$ cat config.mk
export PLATFORM = sky130hd
export DESIGN_NAME = bmpc_temp
export DESIGN_NICKNAME = d
export VERILOG_FILES = /design/src/hdl/bmpc_pkg.sv /design/src/hdl/bmpc_dly.sv /design/src/hdl/bmpc_temp.sv
export SDC_FILE = /design/constraint.sdc
export NUM_CORES = 2
export LEC_CHECK = 0
export ABC_AREA = 1
export CAP_MARGIN = 20
export CORE_UTILIZATION = 60
export DETAILED_ROUTE_END_ITERATION = 10
export DONT_BUFFER_PORTS = 1
export PLACE_DENSITY = 0.76
export SLEW_MARGIN = 20
export SYNTH_ARGS = -nofsm -noshare
export SYNTH_HDL_FRONTEND = slang
export SYNTH_SLANG_ARGS = --single-unit
$ cat constraint.sdc
create_clock -name clock -period 11.4 [get_ports clock]
set_clock_uncertainty 0.15 [all_clocks]
set_input_delay 1.71 -clock clock [delete_from_list [all_inputs] [get_ports clock]]
set_output_delay 1.71 -clock clock [all_outputs]
set_load 0.005 [all_outputs]
$ cat src/hdl/bmpc_pkg.sv
// Shared types, constants and helpers of the barometer compensation pipeline.
// No dependencies; bmpc_temp, bmpc_press, bmpc_div, bmpc_post and the top module import this package.
package bmpc_pkg;

   localparam int RAW_W     = 20;
   localparam int DIV_W     = 64;

   // stage counts of each section
   localparam int TEMP_LAT  = 5;
   localparam int PRESS_LAT = 8;
   localparam int DIV_LAT   = DIV_W;
   localparam int POST_LAT  = 7;
   localparam int TOTAL_LAT = TEMP_LAT + PRESS_LAT + DIV_LAT + POST_LAT;

   localparam logic [63:0] T_OFFSET   = 64'd128000;
   localparam logic [20:0] P_FULL     = 21'd1048576;
   localparam logic [63:0] P_SCALE    = 64'd3125;
   localparam logic [63:0] C_ROUND    = 64'd128;
   localparam logic [63:0] W1_BIAS    = 64'h0000_8000_0000_0000;
   localparam logic [63:0] PA_MAX     = 64'd262143;

   typedef enum logic [1:0] {
      CSR_TEMP_COEFFS = 2'd0,
      CSR_PRESS_LOW   = 2'd1,
      CSR_PRESS_HIGH  = 2'd2,
      CSR_PRESS_NINE  = 2'd3
   } csr_index_type;

   // operands handed to the divider: magnitudes and the result sign
   typedef struct packed {
      logic [DIV_W-1:0] ua;
      logic [DIV_W-1:0] ub;
      logic             neg;
   } div_in_type;

   function automatic logic [31:0] sx16_32(input logic [15:0] v);
      return {{16{v[15]}}, v};
   endfunction

   function automatic logic [63:0] sx16_64(input logic [15:0] v);
      return {{48{v[15]}}, v};
   endfunction

   function automatic logic [63:0] asr64(input logic [63:0] x, input int n);
      return 64'($signed(x) >>> n);
   endfunction

endpackage

$ cat src/hdl/bmpc_dly.sv
// Enabled delay line that keeps side data aligned with the pipeline stages.
// No package dependencies.
module bmpc_dly #(
   parameter int WIDTH = 1,
   parameter int DEPTH = 1
) (
   input  logic             clock,
   input  logic             ce,
   input  logic [WIDTH-1:0] d,
   output logic [WIDTH-1:0] q
);

   logic [WIDTH-1:0] pipe_ff [DEPTH];

   always_ff @(posedge clock) begin
      if (ce) begin
         pipe_ff[0] <= d;
         for (int i = 1; i < DEPTH; i++) begin
            pipe_ff[i] <= pipe_ff[i-1];
         end
      end
   end

   assign q = pipe_ff[DEPTH-1];

endmodule

$ cat src/hdl/bmpc_temp.sv
// Temperature section: fine temperature, hundredths of a degree, and the
// pressure offset term. Five stages. Depends on bmpc_pkg and bmpc_dly.
module bmpc_temp (
   input  logic                     clock,
   input  logic                     ce,
   input  logic [19:0]              raw_temperature,
   input  logic [19:0]              raw_pressure,
   input  logic [47:0]              temp_coeffs,
   output logic [31:0]              fine_temperature,
   output logic [15:0]              temperature_centi,
   output logic [63:0]              w1,
   output logic [19:0]              raw_pressure_dly
);
   import bmpc_pkg::*;

   logic [31:0] t1, t2, t3;
   logic [31:0] a_ff, a_in, d_ff, d_in;
   logic [31:0] m1_ff, m1_in, dd_ff, dd_in;
   logic [31:0] v1_ff, v1_in, m3_ff, m3_in, dds;
   logic [31:0] tf_ff, tf_in;
   logic [63:0] tf64, t5, tcs;
   logic [31:0] tf5_ff;
   logic [15:0] tc_ff, tc_in;
   logic [63:0] w1_ff, w1_in;

   assign t1 = {16'b0, temp_coeffs[15:0]};
   assign t2 = sx16_32(temp_coeffs[31:16]);
   assign t3 = sx16_32(temp_coeffs[47:32]);

   assign a_in  = {15'b0, raw_temperature[19:3]} - {15'b0, temp_coeffs[15:0], 1'b0};
   assign d_in  = {16'b0, raw_temperature[19:4]} - t1;
   assign m1_in = a_ff * t2;
   assign dd_in = d_ff * d_ff;
   assign v1_in = 32'($signed(m1_ff) >>> 11);
   assign dds   = 32'($signed(dd_ff) >>> 12);
   assign m3_in = dds * t3;
   assign tf_in = v1_ff + 32'($signed(m3_ff) >>> 14);

   assign tf64  = {{32{tf_ff[31]}}, tf_ff};
   assign t5    = (tf64 << 2) + tf64 + C_ROUND;
   assign tcs   = asr64(t5, 8);
   assign w1_in = tf64 - T_OFFSET;

   always_comb begin
      if ($signed(tcs) < -64'sd32768) begin
         tc_in = 16'h8000;
      end else if ($signed(tcs) > 64'sd32767) begin
         tc_in = 16'h7fff;
      end else begin
         tc_in = tcs[15:0];
      end
   end

   always_ff @(posedge clock) begin
      if (ce) begin
         a_ff   <= a_in;
         d_ff   <= d_in;
         m1_ff  <= m1_in;
         dd_ff  <= dd_in;
         v1_ff  <= v1_in;
         m3_ff  <= m3_in;
         tf_ff  <= tf_in;
         tf5_ff <= tf_ff;
         tc_ff  <= tc_in;
         w1_ff  <= w1_in;
      end
   end

   bmpc_dly #(.WIDTH(RAW_W), .DEPTH(TEMP_LAT)) u_praw (
      .clock (clock),
      .ce    (ce),
      .d     (raw_pressure),
      .q     (raw_pressure_dly)
   );

   assign fine_temperature  = tf5_ff;
   assign temperature_centi = tc_ff;
   assign w1                = w1_ff;

endmodule

==> results.tsv <==
stage	metric	value	unit
run_status	status	finished clean	
clock_network	path_clk_slew	60	ps
setup_path	critPathCaptureType	flop	
final_layout	insertedDiodeCount	0	
synthesis	synth_top_area_share	37.2	%
sta	finalCritPeriodShare	69.3	%
placement	pre_cts_ws	3550	ps
floorplanning	dieWidth	280	um
route	ant_nets	0	
setup_path	crit_type	reg -> reg	
route	vias	32269	
clock_network	cts_resized	0	
placement	dpl-instance-area	46700	um2
sta	rsz0062_at_grt	false	
clock_network	clk_latency	570	ps
setup_path	ff2ff_setup_slack	3500	ps
placement	gp_congestion	0.966	
route	drc	0	
synthesis	synth.distinct_cells	49	
setup_path	startpoint	a_ff[5]	
sta	setup_tns	0	ps
synthesis	synth_area	46400	um2
placement	dp.final_hpwl	82.3	mm
setup_path	cp-endpoint	dd_ff[31]	
global_routing	grt_usage	27.7	%
clock_network	cts_made_buffers	34	
route	avgViaCountPerCell	5.23	
synthesis	synth.top_cells.by_count	inv_1 (1530), nand2_1 (1158), fa_1 (862), ha_1 (377), edfxtp_1 (271)	
global_routing	grt_pass1_vias	35202	
synthesis	ys_warn_count	0	
sta	finalHoldViolCount	0	
global_routing	grt_max_degree	272	
setup_path	critPathMaxFanout	33	
floorplanning	start_util	60.8	%
sta	clock.fmax	127	MHz
setup_path	r2r_cells	24	
clock_network	cts_buffer_depth	3	
clock_network	cts_hold_buf	0	
min_path	hp-start	u_praw.pipe_ff[0][16]	
min_path	hold_class	reg -> reg	
setup_path	cp.required	11560	ps
setup_path	r2r-start	a_ff[5]	
route	drt-initial-drc-count	1905	
clock_network	cts_tree	done	
sta	worstMarginPinSlew	971	ps
synthesis	yosysTopAreaCell	fa_1	
synthesis	yosysMostFrequentCell	inv_1	
sta	finalSetupViolations	0	
setup_path	r2r_end	dd_ff[31]	
clock_network	post-cts-setup-buffer-count	0	
final_layout	syn2layout_area_growth	3.04	%
clock_network	cts-root-buf	clkbuf_16	
route	wl	102	mm
route	wire_per_inst	16.5	um
final_layout	fin_nets	6446	
floorplanning	die_h	280	um
synthesis	synth.avg_cell_area	8.77	um2
global_routing	grt_first_pass_wirelength	172	mm
route	first_pass_iters	6	
sta	fin_ws	3500	ps
setup_path	cp-start-kind	flop	
synthesis	synth_seq_area_share	17.6	%
placement	io_buffers	0	
synthesis	netlist_instances	5288	
flow_run	max_cap_viol_count	0	
clock_network	htree_levels	2	
synthesis	synth_edf_count	271	
final_layout	drive_gt1_share	2.16	%
synthesis	ys_seq_elements	271	
synthesis	ys.flop_type	edfxtp_1	
floorplanning	core	76200	um2
synthesis	yosys-top-cells-area	fa_1 (37%), edfxtp_1 (18%), inv_1 (12%)	
synthesis	syn_nets	6617	
synthesis	synthArstFlopShare	0	%
floorplanning	ios	222	
sta	maxSlewViolCount	0	
floorplanning	row_count	101	
final_layout	final_area	47800	um2
setup_path	cp.arrival	8060	ps
global_routing	grt_remaining_overflow	0	
global_routing	antenna_found_initial	0	
floorplanning	die_area	78400	um2
clock_network	clock-sinks	271	
sta	maxSlewHeadroom	35.3	%
sta	period_minus_slack	7900	ps
## metal layers
layer / GRT usage (%) / wire length (um)
met1: 35.4 / 41600
met2: 47.5 / 49900
met3: 4.20 / 6740
met4: 10.6 / 3920
met5: 0 / 0
## worst min-delay path by stage
stage | to | slack [ps] | depth (start not counted)
2_1_floorplan | u_praw.pipe_ff[0][20] | 250 | 0
3_3_place_gp | u_praw.pipe_ff[0][74] | 250 | 0
3_5_place_dp | u_praw.pipe_ff[0][47] | 250 | 0
4_1_cts | u_praw.pipe_ff[0][36] | 250 | 0
5_1_grt | u_praw.pipe_ff[0][68] | 270 | 0
6_report | u_praw.pipe_ff[0][36] | 260 | 0
## placed cells by master, fill, tap and decap left out, drive strengths merged, types with 8 or more instances in the layout
cell	count
fa	862
o211ai	9
xnor2	52
nor3	26
nand4	23
ha	377
nand3	100
clkinv	8
nor4	13
nand2	1165
xor2	100
or2	18
nor2	170
a21o	13
a21oi	175
inv	1536
o21ai	97
o21bai	18
buf	26
edfxtp	271
clkbuf	43
## per-stage QoR
stage | hold WS [ps] | std cells | util (%)
6_report | 259 | 6172 | 62.7
5_1_grt | 271 | 6172 | 62.7
4_1_cts | 254 | 6172 | 62.7
3_5_place_dp | 255 | 6111 | 61.2
3_3_place_gp | 250 | 6111 | 61.2
2_1_floorplan | 250 | 5288 | -
## critical path: stages, from the launching register on
cell	delay, ps
edfxtp_1	320
buf_4	440
nand2_1	290
fa_1	590
inv_1	110
ha_1	300
inv_1	90
xor2_1	300
fa_1	610
inv_1	400
fa_1	490
inv_1	80
fa_1	460
fa_1	580
fa_1	430
fa_1	460
ha_1	370
a21oi_1	240
o21ai_0	170
a21oi_1	170
o21ai_0	100
a21oi_1	280
nand3_1	110
nand2_1	70
inv_1	30
## registers in the layout, summed over array words and instances, names as in the netlist
name / count
a_ff: 18
fine_temperature: 22
temperature_centi: 16
u_praw.pipe_ff: 100
dd_ff: 20
w1: 13
m1_ff: 21
v1_ff: 21
tf_ff: 22
m3_ff: 18
## layout make-up
type	instances	area (um2)
clock buffer	43	885
clock inverter	18	234
fill	6444	28400
inverter	1532	5750
multi-input combinational	3252	31300
sequential	271	8140
tap	1030	1290
timing repair buffer	26	208
## cells by family (layout without fill, tap and decap cells)
group,count (synthesis),count (layout),synth area share (%)
compound gates,338,338,4.03
xor+xnor,152,152,2.87
buf+inv,1765,1619,15.0
flops,271,271,17.6
simple gates,1523,1523,13.2
fa+ha+maj,1239,1239,47.4
Power is not shown: default switching activity piles up to over one toggle a cycle in this logic, so the estimate is an artifact.
